===== src/sv/lrsm_div.sv =====
// Shared restoring divider, one quotient bit per cycle, used for the geometry set-up.
`default_nettype none

module lrsm_div #(
  parameter int DVD_W = 28,
  parameter int DVS_W = 14
) (
  input  logic             clk_i,
  input  logic             rst_ni,
  input  logic             start_i,
  input  logic             clear_i,
  input  logic [DVD_W-1:0] dividend_i,
  input  logic [DVS_W-1:0] divisor_i,
  output logic             done_o,
  output logic [DVD_W-1:0] quotient_o
);

  localparam int CNT_W = $clog2(DVD_W + 1);

  logic             run_q;
  logic             done_q;
  logic [CNT_W-1:0] cnt_q;
  logic [DVD_W-1:0] dvd_q;
  logic [DVS_W-1:0] rem_q;
  logic [DVS_W-1:0] dvs_q;
  logic [DVS_W:0]   rem_sh;
  logic [DVS_W:0]   rem_sub;
  logic             ge;

  // The dividend shifts out at the top while the quotient bits shift in at the bottom.
  assign rem_sh  = {rem_q, dvd_q[DVD_W-1]};
  assign ge      = rem_sh >= {1'b0, dvs_q};
  assign rem_sub = rem_sh - {1'b0, dvs_q};

  always_ff @(posedge clk_i or negedge rst_ni) begin
    if (!rst_ni) begin
      run_q  <= 1'b0;
      done_q <= 1'b0;
      cnt_q  <= '0;
    end else if (clear_i) begin
      run_q  <= 1'b0;
      done_q <= 1'b0;
    end else if (start_i) begin
      run_q  <= 1'b1;
      done_q <= 1'b0;
      cnt_q  <= CNT_W'(DVD_W);
    end else begin
      done_q <= run_q && (cnt_q == CNT_W'(1));
      if (run_q) begin
        cnt_q <= cnt_q - CNT_W'(1);
        if (cnt_q == CNT_W'(1)) begin
          run_q <= 1'b0;
        end
      end
    end
  end

  always_ff @(posedge clk_i) begin
    if (start_i) begin
      dvd_q <= dividend_i;
      rem_q <= '0;
      dvs_q <= divisor_i;
    end else if (run_q) begin
      dvd_q <= {dvd_q[DVD_W-2:0], ge};
      rem_q <= ge ? rem_sub[DVS_W-1:0] : rem_sh[DVS_W-1:0];
    end
  end

  assign done_o     = done_q;
  assign quotient_o = dvd_q;

endmodule

`default_nettype wire


===== config.mk =====
export PLATFORM = sky130hd
export DESIGN_NAME = lrsm_div
export DESIGN_NICKNAME = d
export VERILOG_FILES = /design/src/sv/lrsm_div.sv
export SDC_FILE = /design/constraint.sdc
export NUM_CORES = 1
export LEC_CHECK = 0
export ABC_AREA = 1
export BUFFER_PORTS_ARGS = -buffer_cell sky130_fd_sc_hd__buf_4
export CAP_MARGIN = 20
export CORE_MARGIN = 4
export CORE_UTILIZATION = 29
export CTS_BUF_LIST = sky130_fd_sc_hd__clkbuf_2
export DETAILED_ROUTE_END_ITERATION = 8
export PLACE_DENSITY = 0.54
export SLEW_MARGIN = 20
export SYNTH_ARGS = -nofsm -noshare
export SYNTH_HDL_FRONTEND = slang
export SYNTH_SLANG_ARGS = --single-unit

===== constraint.sdc =====
create_clock -name clk_i -period 3.5 [get_ports clk_i]
set_input_delay 0.7 -clock clk_i [delete_from_list [all_inputs] [get_ports clk_i]]
set_output_delay 0.7 -clock clk_i [all_outputs]
set_load 0.1 [all_outputs]

Word-level counts from Yosys, hierarchy flattened

Cells that the tools add are included.

Magnitude comparators: 1
$add $sub $neg: 2
Bitwise gates (word level): 1
Muxes and demuxes: 11
Eq/ne operators: 1
Reductions and logical operators: 3

Operators with widths:

| cell                                                | number |
|---|---|
| 2-to-1 mux 28 bit                                   | 2 |
| greater-or-equal comparator 15 x 14 -> 1 bit        | 1 |
| 2-to-1 mux 14 bit                                   | 1 |
| subtractor 14 bit                                   | 1 |
| 2-to-1 mux 5 bit                                    | 2 |
| 2-to-1 mux 1 bit                                    | 6 |
| equality test 5 x 1 -> 1 bit, second input constant | 1 |
| subtractor 5 x 1 -> 5 bit, second input constant    | 1 |
| AND reduction 2 bit                                 | 1 |
| nonzero test 2 bit                                  | 1 |
| logical AND 1 bit                                   | 1 |
| inverter 1 bit                                      | 1 |

Input bits: 46
Bits in registers: 63
Output and inout port bits: 29

Logic depth before layout (Yosys ltp)

Word-level depth: 5
Depth in mapped cells: 15

Least setup slack after synthesis

Ideal clock, no wire load.

Kind: register -> register
Start point: register dvd_q[27] (netlist: quotient_o[27])
End point: register rem_q[6]
Buffers on the path: 0
Setup time: 112 ps
Required time: 3,388 ps
Slack: 1,112 ps
Clock period less this slack: 2,388 ps
Arrival time: 2,276 ps
Stages on the path, launching flop included: 12
Cell sequence: edfxtp_1 inv_1 ha_1 inv_1 fa_1 nand3_1 nand3_1 a21oi_1 xor2_1 nand2_1 nand2_1 nand2_1

Cells in the longest elaborated chain, start to end: 2

RTL lines:

| what                                                                              | line   | text |
|---|---|---|
| from (decl)                                                                       | 23     | `logic [DVD_W-1:0] dvd_q;` |
| from (signal assigned)                                                            | 60     | `dvd_q <= dividend_i;` |
| from (signal assigned)                                                            | 64     | `dvd_q <= {dvd_q[DVD_W-2:0], ge};` |
| subtractor 14 bit or greater-or-equal comparator 15 x 14 -> 1 bit (tied branches) | 33, 32 |  |
| 2-to-1 mux 14 bit (*)                                                             | 65     | `rem_q <= ge ? rem_sub[DVS_W-1:0] : rem_sh[DVS_W-1:0];` |
| to (signal assigned)                                                              | 65     |  |
| to (decl)                                                                         | 24     | `logic [DVS_W-1:0] rem_q;` |

Mark *: on every way between the ends. The rest lies on a longest branch, timed or not.
A chain may end at the register's enable or synchronous reset.

Final worst setup path

Same ends and word-level chain as after synthesis.

==> reports/summary.txt <==
antenna violations before repair: 0
Final period util: 0.6170
Critical R2R Launch: quotient_o[27]
Rows: 40
Seq cells post-synth: 63
area fraction of the dominant cell type after synthesis: 0.3566
post-synthesis cell type count: 35
CP Capture Type: flop
Power Dens Cells: 425.9 nW/um^2
Synth area leaders: edfxtp_1 36%, nand2_1 20%, dfxtp_1 7.9%
detailed-route wire length: 8.644 mm
IO buf count: 74
CTS tree: built
CTS root buffer: clkbuf_2
DRT antenna net count: 0
Worst slew margin: 0.4199
Synth Area per Inst: 8.039 um^2
largest net degree at the start of global routing: 48
VDD IR-drop max: 229.4 uV
CP required: 3960 ps
Reg2Reg Setup Slack: 1340 ps
P&R area growth vs syn: 22.89%
Sink Count: 63
worst-path fanout max: 4
Num CTS Buffers: 9
post-synthesis sequential area ratio: 0.4853
Leak: 2.162 nW
Post-Syn Instances: 440
H-tree depth: 3
min-delay worst type: in2reg
Post-DP HPWL: 6.179 mm
Cell Area, Placed: 4249 um^2
fin crit period: 2160 ps
number of setup violations in the final report: 0
Worst Skew: 30.96 ps
TritonRoute pass-1 iters: 5
crit path launch: quotient_o[27]
post-synthesis net count: 504
Die W: 118.4 um
Slew Limit Fails: 0
status: finished clean
area occupied by multi-input gates: 1575 um^2
Initial Utilization: 0.2957
Reg clk slew, reported paths: 210 ps
Final Cell Area: 4347 um^2
final hold violation count: 0
critical path class: reg2reg
max frequency: 0.4630 GHz
GR Overflow Total: 0
IO Pins: 75
DR iter-0 viols: 96
vias in the first global route: 3,057
Startpoint Class: flop
max_cap viols: 0
DR WL/cell: 12.88 um
total vias in the final route: 2,959
DRC violations left: 0
crit path to: rem_q[6]
via/cell ratio: 4.410
Syn Std Cell Area: 3537 um^2
crit path DAT: 2620 ps
chip height: 118.4 um
Synth area leader: edfxtp_1
Synth Warn #: 0
Worst Reg-to-Reg Cells: 11
fin util: 0.3634
share of cells above drive strength 1: 0.2118
Fill cells: 1,252
GRT Resource Usage Total: 0.1313
clk buf depth: 2
final net count: 583
global-route wire length before repair: 14.68 mm
total design power: 1.851 mW
Reg2Reg Capture Point: rem_q[6]
Core Region: 11,960 um^2
setup TNS: 0 ps
worst-margin pin slew: 869.2 ps
unrepaired setup endpoints after global routing: false
Antenna diodes: 0
Die ar.: 14,030 um^2
register area: 1717 um^2
worst-skew pair later-pin latency: 560 ps
GP Congestion: 0.8268
## cell usage after synthesis (all sizes together)
library cell	number
or2	3
o21ai	4
nor2	37
ha	17
dfxtp	14
nor3	1
clkinv	1
a21oi	9
nand2	190
fa	1
o22ai	1
buf	5
o21a	2
nand3	30
nand4	10
edfxtp	42
xor2	2
dfrtp	7
xnor2	5
o21bai	1
inv	51
and2	2
clkbuf	5
## stage by stage
stage	std cells	hold WS (ps)	worst slack, ps
floorplan	440	404.4	1112
global placement	654	459.8	1087
detailed placement	654	463.3	1086
CTS	671	239.2	1333
global route	671	231.4	1138
finish	671	300.3	1340
## cell type report
cell class | instances | share of cell area
clock inverter | 6 | 0.008636
tap | 147 | 0.04231
timing repair buffer | 78 | 0.1353
clock buffer | 10 | 0.01151
inverter | 52 | 0.04490
multi-input combinational | 315 | 0.3624
sequential | 63 | 0.3949
## timing repair
action / CTS / global route
resized for setup: 0 / 0
setup endpoints to repair: 0 / 0
setup buffers: 0 / 0
hold buffers: 1 / 0
endpoints found under the hold margin: 7 / 0
## state kept, by name (all words and copies together) (netlist names)
signal / count
run_q: 1
rem_q: 14
cnt_q: 5
done_o: 1
quotient_o: 28
dvs_q: 14
## layer usage
metal	track usage	part of all wire
met1	0.1625	0.47
met2	0.2076	0.45
met3	0.05407	0.064
met4	0.04417	0.015
met5	0	0
## worst max-delay path: stages (launching register included)
cell      delay, ps
edfxtp_1        460
inv_1           120
ha_1            150
inv_1            50
fa_1            440
nand3_1         110
nand3_1         180
a21oi_1         220
xor2_1          170
nand2_1          60
nand2_1          70
nand2_1          40
## worst min path at each step
| stage | startpoint | to | slack, ps | cells past startpoint |
|---|---|---|---|---|
| 3_3_place_gp | rem_q[13] | rem_q[13] | 460 | 2 |
| 3_5_place_dp | rem_q[13] | rem_q[13] | 460 | 2 |
| 4_1_cts | divisor_i[4] | dvs_q[4] | 240 | 1 |
| 6_report | divisor_i[4] | dvs_q[4] | 300 | 1 |
| 2_1_floorplan | rst_ni | cnt_q[0] | 400 | 0 |
| 5_1_grt | divisor_i[5] | dvs_q[5] | 230 | 1 |
## power breakdown
part / switching [mW] / internal [mW]
Sequential: 0.0429 / 0.872
Clock: 0.299 / 0.0920
Combinational: 0.404 / 0.143
## cells by family after synthesis
kind of cell	share of synthesized area
AND/OR/NAND/NOR	0.3325
XOR/XNOR	0.01733
AO/OA/AOI/OAI	0.02971
adder cells (fa/ha/maj)	0.06579
flip-flops	0.4853
buffers and inverters	0.06933
## layout by cell type, fill, tap and decap left out
cell / count
a21oi_1: 8
a21oi_4: 1
and2_1: 1
and2_4: 1
buf_4: 77
clkbuf_2: 10
clkinv_1: 2
clkinv_2: 2
clkinv_4: 1
clkinvlp_4: 2
dfrtp_1: 7
dfxtp_1: 14
dlygate4sd3_1: 1
edfxtp_1: 42
fa_1: 1
ha_1: 17
inv_1: 51
nand2_1: 184
nand2_2: 5
nand2_4: 1
nand3_1: 29
nand3_4: 1
nand4_1: 9
nand4_4: 1
nor2_1: 31
nor2_2: 4
nor2_4: 2
nor3_1: 1
o21a_1: 2
o21ai_0: 3
o21ai_1: 1
o21bai_1: 1
o22ai_1: 1
or2_2: 3
xnor2_1: 5
xor2_1: 2
(Power assumes the default switching activity.)
