File: src/sv/lrsm_pkg.sv
// Shared widths, reset values and register indexes of the letterbox resize source mapper.
`default_nettype none

package lrsm_pkg;

  // Canvas coordinates, ROI positions and source coordinates.
  localparam int COORD_W    = 12;
  // Size registers as written through the configuration port.
  localparam int SIZE_REG_W = 13;
  localparam int PAD_W      = 8;
  localparam int CFG_IDX_W  = 3;
  localparam int CFG_DATA_W = 13;
  // Width of the odd multiplier 2k+1 that scales the ROI size.
  localparam int MUL_W      = COORD_W + 1;
  // Register stages in one axis datapath.
  localparam int AXIS_LAT   = 6;

  localparam logic [SIZE_REG_W-1:0] RST_SIZE      = 13'd640;
  localparam logic [PAD_W-1:0]      RST_PAD       = 8'd114;
  localparam logic                  RST_LETTERBOX = 1'b1;

  typedef enum logic [CFG_IDX_W-1:0] {
    REG_ROI_LEFT,
    REG_ROI_TOP,
    REG_ROI_COLS,
    REG_ROI_ROWS,
    REG_MODEL_COLS,
    REG_MODEL_ROWS,
    REG_LETTERBOX,
    REG_PAD_BYTE
  } cfg_reg_e;

endpackage

`default_nettype wire

File: src/sv/lrsm_axis.sv
// Six-stage datapath that maps one canvas coordinate of one axis to a source coordinate.
`default_nettype none

module lrsm_axis #(
  parameter int SIZE_W = 13
) (
  input  logic                               clk_i,
  input  logic [lrsm_pkg::COORD_W-1:0]       coord_i,
  input  logic [SIZE_W-1:0]                  off_i,
  input  logic [SIZE_W-1:0]                  rsz_i,
  input  logic [SIZE_W-1:0]                  roi_size_i,
  input  logic [lrsm_pkg::MUL_W+SIZE_W-1:0]  recip_i,
  input  logic [lrsm_pkg::COORD_W-1:0]       base_i,
  output logic                               inside_o,
  output logic [lrsm_pkg::COORD_W-1:0]       src_o
);

  import lrsm_pkg::*;

  localparam int NW = MUL_W + SIZE_W;
  localparam int PW = 2 * NW;
  localparam int EW = ((SIZE_W > COORD_W) ? SIZE_W : COORD_W) + 1;

  logic [EW-1:0]       diff;
  logic                in_d;
  logic [SIZE_W:0]     dsz;
  logic [PW-1:0]       prod3;
  logic [NW-1:0]       rem5;
  logic                rem_ge;
  logic [SIZE_W-1:0]   lim;
  logic [SIZE_W-1:0]   idx;

  logic [AXIS_LAT-1:0] in_q;
  logic [MUL_W-1:0]    m1_q;
  logic [NW-1:0]       n2_q;
  logic [NW-1:0]       n3_q;
  logic [NW-1:0]       n4_q;
  logic [NW-1:0]       prod4_q;
  logic [SIZE_W-1:0]   q3_q;
  logic [SIZE_W-1:0]   q4_q;
  logic [SIZE_W-1:0]   q5_q;
  logic [COORD_W-1:0]  src_q;

  assign diff = EW'(coord_i) - EW'(off_i);
  assign in_d = (EW'(coord_i) >= EW'(off_i)) && (diff < EW'(rsz_i));
  assign dsz  = {rsz_i, 1'b0};

  // The reciprocal is floor(2^NW / dsz), so the estimate is the quotient or one below it.
  assign prod3  = PW'(n2_q) * PW'(recip_i);
  assign rem5   = n4_q - prod4_q;
  assign rem_ge = rem5 >= NW'(dsz);
  assign lim    = roi_size_i - SIZE_W'(1);
  assign idx    = (q5_q > lim) ? lim : q5_q;

  always_ff @(posedge clk_i) begin
    in_q    <= {in_q[AXIS_LAT-2:0], in_d};
    m1_q    <= {diff[COORD_W-1:0], 1'b1};
    n2_q    <= NW'(m1_q) * NW'(roi_size_i);
    n3_q    <= n2_q;
    q3_q    <= prod3[NW +: SIZE_W];
    n4_q    <= n3_q;
    q4_q    <= q3_q;
    prod4_q <= NW'(q3_q) * NW'(dsz);
    q5_q    <= q4_q + SIZE_W'(rem_ge);
    src_q   <= base_i + COORD_W'(idx);
  end

  assign inside_o = in_q[AXIS_LAT-1];
  assign src_o    = src_q;

endmodule

`default_nettype wire

File: config.mk
export PLATFORM = sky130hd
export DESIGN_NAME = lrsm_axis
export DESIGN_NICKNAME = d
export VERILOG_FILES = /design/src/sv/lrsm_pkg.sv /design/src/sv/lrsm_axis.sv
export SDC_FILE = /design/constraint.sdc
export NUM_CORES = 2
export LEC_CHECK = 0
export ABC_CLOCK_PERIOD_IN_PS = 18900
export BUFFER_PORTS_ARGS = -buffer_cell sky130_fd_sc_hd__buf_2
export CORE_MARGIN = 2
export CORE_UTILIZATION = 70
export CTS_CLUSTER_DIAMETER = 30
export DETAILED_ROUTE_END_ITERATION = 16
export HOLD_SLACK_MARGIN = 0.08
export PLACE_DENSITY = 0.88
export SETUP_SLACK_MARGIN = 0.3
export SYNTH_ARGS = -nofsm -noshare
export SYNTH_HDL_FRONTEND = slang
export SYNTH_SLANG_ARGS = --single-unit
File: constraint.sdc
create_clock -name clk_i -period 18.9 [get_ports clk_i]
set_input_delay 0.945 -clock clk_i [delete_from_list [all_inputs] [get_ports clk_i]]
set_output_delay 0.945 -clock clk_i [all_outputs]
set_load 0.02 [all_outputs]
; After elaboration in Yosys (flattened, before gate mapping)
; Cells that the tools add are included.
[op_classes]
add_sub_neg = 5
mul = 3
magnitude_cmp = 4
mux = 1
n_reduce_logical = 1
[ops]
columns = operator, n
row1 = multiplier 26 x 26 -> 39 bit, 1
row2 = >= comparator 26 x 14 -> 1 bit, 1
row3 = multiplier 13 x 13 -> 26 bit, 1
row4 = subtractor 26 bit, 1
row5 = multiplier 13 x 13 -> 25 bit, 1
row6 = less-than comparator 14 x 13 -> 1 bit, 1
row7 = subtractor 12 x 13 -> 14 bit, 1
row8 = adder 13 x 1 -> 13 bit, 1
row9 = >= comparator 12 x 13 -> 1 bit, 1
row10 = greater-than comparator 13 bit, 1
row11 = "subtractor 13 x 1 -> 13 bit, second input constant", 1
row12 = adder 12 bit, 1
row13 = two-way mux 12 bit, 1
row14 = logical AND 1 bit, 1
[word_totals]
reg_bits = 172
input_bits = 90
output_inout_bits = 13
elab_cells = 24

; Depth between registers and ports, before layout
[logic_depth]
ltp_word = 4
ltp_mapped = 26
ltp_nobuf = 24

; Worst setup path before layout
; Ideal clock, no wire load.
[synth_timing]
path_type = input-to-reg
startpoint = input port recip_i[20] (netlist name)
endpoint = register q3_q[11]
setup_time_ns = 0.072
t_arrival_ns = 7.052
required_ns = 18.828
slack_ns = 11.776
cell_stages = 23
path_buffers = 2
cell_sequence = clkbuf_1 clkbuf_1 nand2_1 fa_1 inv_1 fa_1 fa_1 fa_1 fa_1 fa_1 inv_1 fa_1 inv_1 ha_1 or3_1 a211oi_1 o2bb2ai_1 nor3_1 a21oi_1 o31ai_2 o2111a_1 o31ai_2 xnor2_1
[synth_between]
elab_chain_len = 1
[synth_rtl]
columns = item, line_no
row1 = start: declaration, lrsm_axis.sv:12  ; input logic [lrsm_pkg::MUL_W+SIZE_W-1:0] recip_i,
row2 = multiplier 26 x 26 -> 39 bit, lrsm_axis.sv:49  ; assign prod3 = PW'(n2_q) * PW'(recip_i);
row3 = named net prod3[37], lrsm_axis.sv:27  ; logic [PW-1:0] prod3;
row4 = end signal: assignment, lrsm_axis.sv:60  ; q3_q <= prod3[NW +: SIZE_W];
row5 = end: declaration, lrsm_axis.sv:39  ; logic [SIZE_W-1:0] q3_q;
; The timed path passes the listed nets, and every way through them passes these cells.

; Worst setup path after layout
[layout_timing]
startpoint = register n2_q[18]
endpoint = register q3_q[11]
[layout_between]
elab_chain_len = 1
[layout_rtl]
columns = item, line_no
row1 = start: declaration, lrsm_axis.sv:35  ; logic [NW-1:0] n2_q;
row2 = start signal: assignment, lrsm_axis.sv:58  ; n2_q <= NW'(m1_q) * NW'(roi_size_i);
row3 = multiplier 26 x 26 -> 39 bit, lrsm_axis.sv:49
row4 = named net prod3[37], lrsm_axis.sv:27
; The timed path passes the listed nets, and every way through them passes these cells.

==> results by group <==
CTS
  • CTS Sinks: roughly 170
  • Worst-Skew Late Latency: 0.44 ns
  • Cts-stage hold buffer count: 0
  • Clock Root Buffer: clkbuf_16
  • Clock Pin Slew Worst Setup and Hold Paths: around 0.080 ns
  • Clock buffer count from CTS: 17
  • Postcts setup bufs: 0
  • Clock Path Buffers: 2
  • TritonCTS clock tree: built
  • Post-CTS Resized: 0
  • H-tree depth: 4

Global routing
  • Largest net degree at the start of global routing: 28
  • Vias in the first global route: roughly 30,000
  • Global-route wire length before repair: between 100,000 and 150,000 um
  • Global route overflow: 0
  • Initial antenna violation count: 1
  • GRT Resource Usage Total: approximately a third

Detailed routing
  • # DRC: 0
  • Routed wire length: between 80,000 and 90,000 um
  • Drt pass-1 iters: 8
  • Via density per instance: about 5.8
  • Drt wl/cell: between 15 and 20 um
  • Initial DRC count: a little over 2,000
  • Vias: roughly 26,000
  • ANT nets after route: 0

Logic synthesis
  • Netlist cell types: between 60 and 70
  • Seq/Total Area, Yosys: under 10%
  • FFs w/ async S/R, synth: 0%
  • Most frequent cell after synthesis: inv_1
  • Post-synth top cells: inv_1 (919), fa_1 (742), and2_1 (485)
  • Post-synth EDFFs: 0
  • Primary FF master, synth: dfxtp_1
  • Mapped Avg Cell Area: roughly 9.1 um2
  • Yosys reg bits: ~170
  • Synthesis Warnings: 0
  • Post-synthesis cell count: a little under 4,000
  • Area contributors post-synth: fa_1 (42%), ha_1 (12%), inv_1 (9.7%)
  • Synth area leader: fa_1
  • Syn nets: approximately 5,100
  • Cell area after synthesis: about 0.036 mm2
  • Yosys top cell area share: approximately two fifths

STA
  • Slew Viols, Final: 0
  • Hold_ws: 0.323 ns
  • Setup Skew: about 0.013 ns
  • Post-layout min period: between 7 and 8 ns
  • Fmax: 133 MHz
  • Final Hold Viols: 0
  • Total Neg Setup Slack: 0 ns
  • Worst-margin pin slew: 1.23 ns
  • RSZ-0062 raised after global routing: no
  • # setup viols final: 0
  • Slew headroom: 18.2%
  • Final Cycle Share: between 30% and 40%

Die
  • Core area: between 0.05 and 0.06 mm2
  • Die H: ~230 um
  • IO Pins: roughly 100
  • Initial Util: a little over two thirds
  • Die area: ~0.053 mm2
  • Std-Cell Rows: 82
  • Die width: ~230 um

Final layout
  • Synth-to-Final Area Change: 4.25%
  • Total Nets Final: a little over 5,000
  • Layout cells sized above 1: 4.45%
  • Layout Utilization: between 70% and 80%
  • Fillers: about 3,400
  • Register Area: around 0.0034 mm2
  • Multi-input gate area: between 0.02 and 0.03 mm2

Critical path
  • Critical setup path kind: flip-flop to flip-flop
  • Req. time, crit path: 19.26 ns
  • WP data arrival: between 7 and 8 ns
  • CP Launch Type: flip-flop
  • Maximum fanout along the worst path: 22
  • Worst Setup End Kind: flip-flop

Placed design
  • Port-buffer cells: ~100
  • Gp weighted congestion: between 0.9 and 1
  • Final HPWL DP: 65,300 um

Run
  • Max Cap Violations: 0

Min path
  • Hold Path Class: flip-flop to flip-flop

Status
  • Status: complete, no violations
-- metal layers --
metal | vias up | track usage, % | wire, um
li1 | 11454 | - | -
met1 | 13056 | 44.6 | 32500
met2 | 1501 | 58.1 | 41500
met3 | 349 | 6.45 | 8450
met4 | 0 | 17.1 | 4800
met5 | - | 0 | 0
-- placed cells by master, fill, tap and decap left out, types with 4 or more instances in the layout --
cell type | synthesis | final
a2111oi_0 | 4 | 4
a211o_1 | 5 | 5
a211oi_1 | 12 | 11
a21o_1 | 29 | 29
a21oi_1 | 79 | 79
a221o_1 | 4 | 4
a31oi_1 | 8 | 8
and2_1 | 485 | 485
and3_1 | 11 | 11
and4_1 | 4 | 4
buf_2 | 0 | 102
buf_4 | 0 | 17
clkbuf_16 | 0 | 17
dfxtp_1 | 172 | 172
fa_1 | 742 | 742
ha_1 | 352 | 352
inv_1 | 919 | 919
inv_8 | 0 | 4
mux2i_1 | 6 | 6
nand2_1 | 477 | 477
nand2b_1 | 14 | 14
nand3_1 | 22 | 22
nand4_1 | 11 | 11
nor2_1 | 72 | 72
nor2b_1 | 14 | 14
nor3_1 | 14 | 14
nor4_1 | 6 | 6
o211ai_1 | 5 | 5
o21a_1 | 10 | 10
o21ai_0 | 47 | 47
o21bai_1 | 14 | 14
o31ai_1 | 4 | 4
or2_2 | 6 | 6
or3_1 | 11 | 11
xnor2_1 | 99 | 99
xor2_1 | 37 | 37
-- worst max-delay path, stage by stage, from the launching register on --
cell	delay, ns
dfxtp_1	1.13
nand2_1	0.19
fa_1	0.54
inv_1	0.05
fa_1	0.47
inv_1	0.06
fa_1	0.46
fa_1	0.55
inv_1	0.06
fa_1	0.44
fa_1	0.52
inv_1	0.05
fa_1	0.48
inv_1	0.04
ha_1	0.34
a21o_1	0.23
a211oi_1	0.41
o2bb2ai_1	0.24
nor3_1	0.10
a21oi_1	0.16
o31ai_2	0.15
o2111a_1	0.32
o31ai_2	0.26
xnor2_1	0.15
-- through the flow --
stage	instances	worst slack, ns	instance area [um2]
global route	4564	11.09	37000
finish	4565	11.39	37000
CTS	4563	11.46	37000
floorplan	3892	11.78	35500
global placement	4531	11.38	36400
detailed placement	4531	11.22	36400
-- cell type report --
class / count / area share, %
clock buffer: 19 / 1.20
tap: 672 / 2.27
sequential: 172 / 9.30
multi-input combinational: 2649 / 75.8
timing repair buffer: 119 / 1.72
clock inverter: 13 / 0.402
antenna: 2 / 0.0135
inverter: 919 / 9.31
-- logic make-up after synthesis --
| family | share of synthesized area (%) |
|---|---|
| and+or+nand+nor | 16.4 |
| adders and majority gates | 54.2 |
| buffers and inverters | 11.3 |
| AOI/OAI and AO/OA | 4.87 |
| DFF | 9.69 |
| xor gates and xnor gates | 3.35 |
| muxes | 0.169 |
-- state kept, by name, summed over array words and instances (netlist names) --
name,count
q5_q,13
m1_q,12
prod4_q,25
n2_q,26
src_o,12
in_q,6
n3_q,26
q3_q,13
n4_q,26
q4_q,13
-- path summary, 6_finish.rpt --
| check | start | to | slack (ns) | cells past startpoint |
|---|---|---|---|---|
| min | n3_q[12] | n4_q[12] | 0.32 | 0 |
| max | n2_q[18] | q3_q[11] | 11.39 | 23 |
| min reg2reg | n3_q[12] | n4_q[12] | 0.32 | 0 |
| max reg2reg | n2_q[18] | q3_q[11] | 11.39 | 23 |
Power is not shown: default switching activity piles up to over one toggle a cycle in this logic, so the estimate is an artifact.
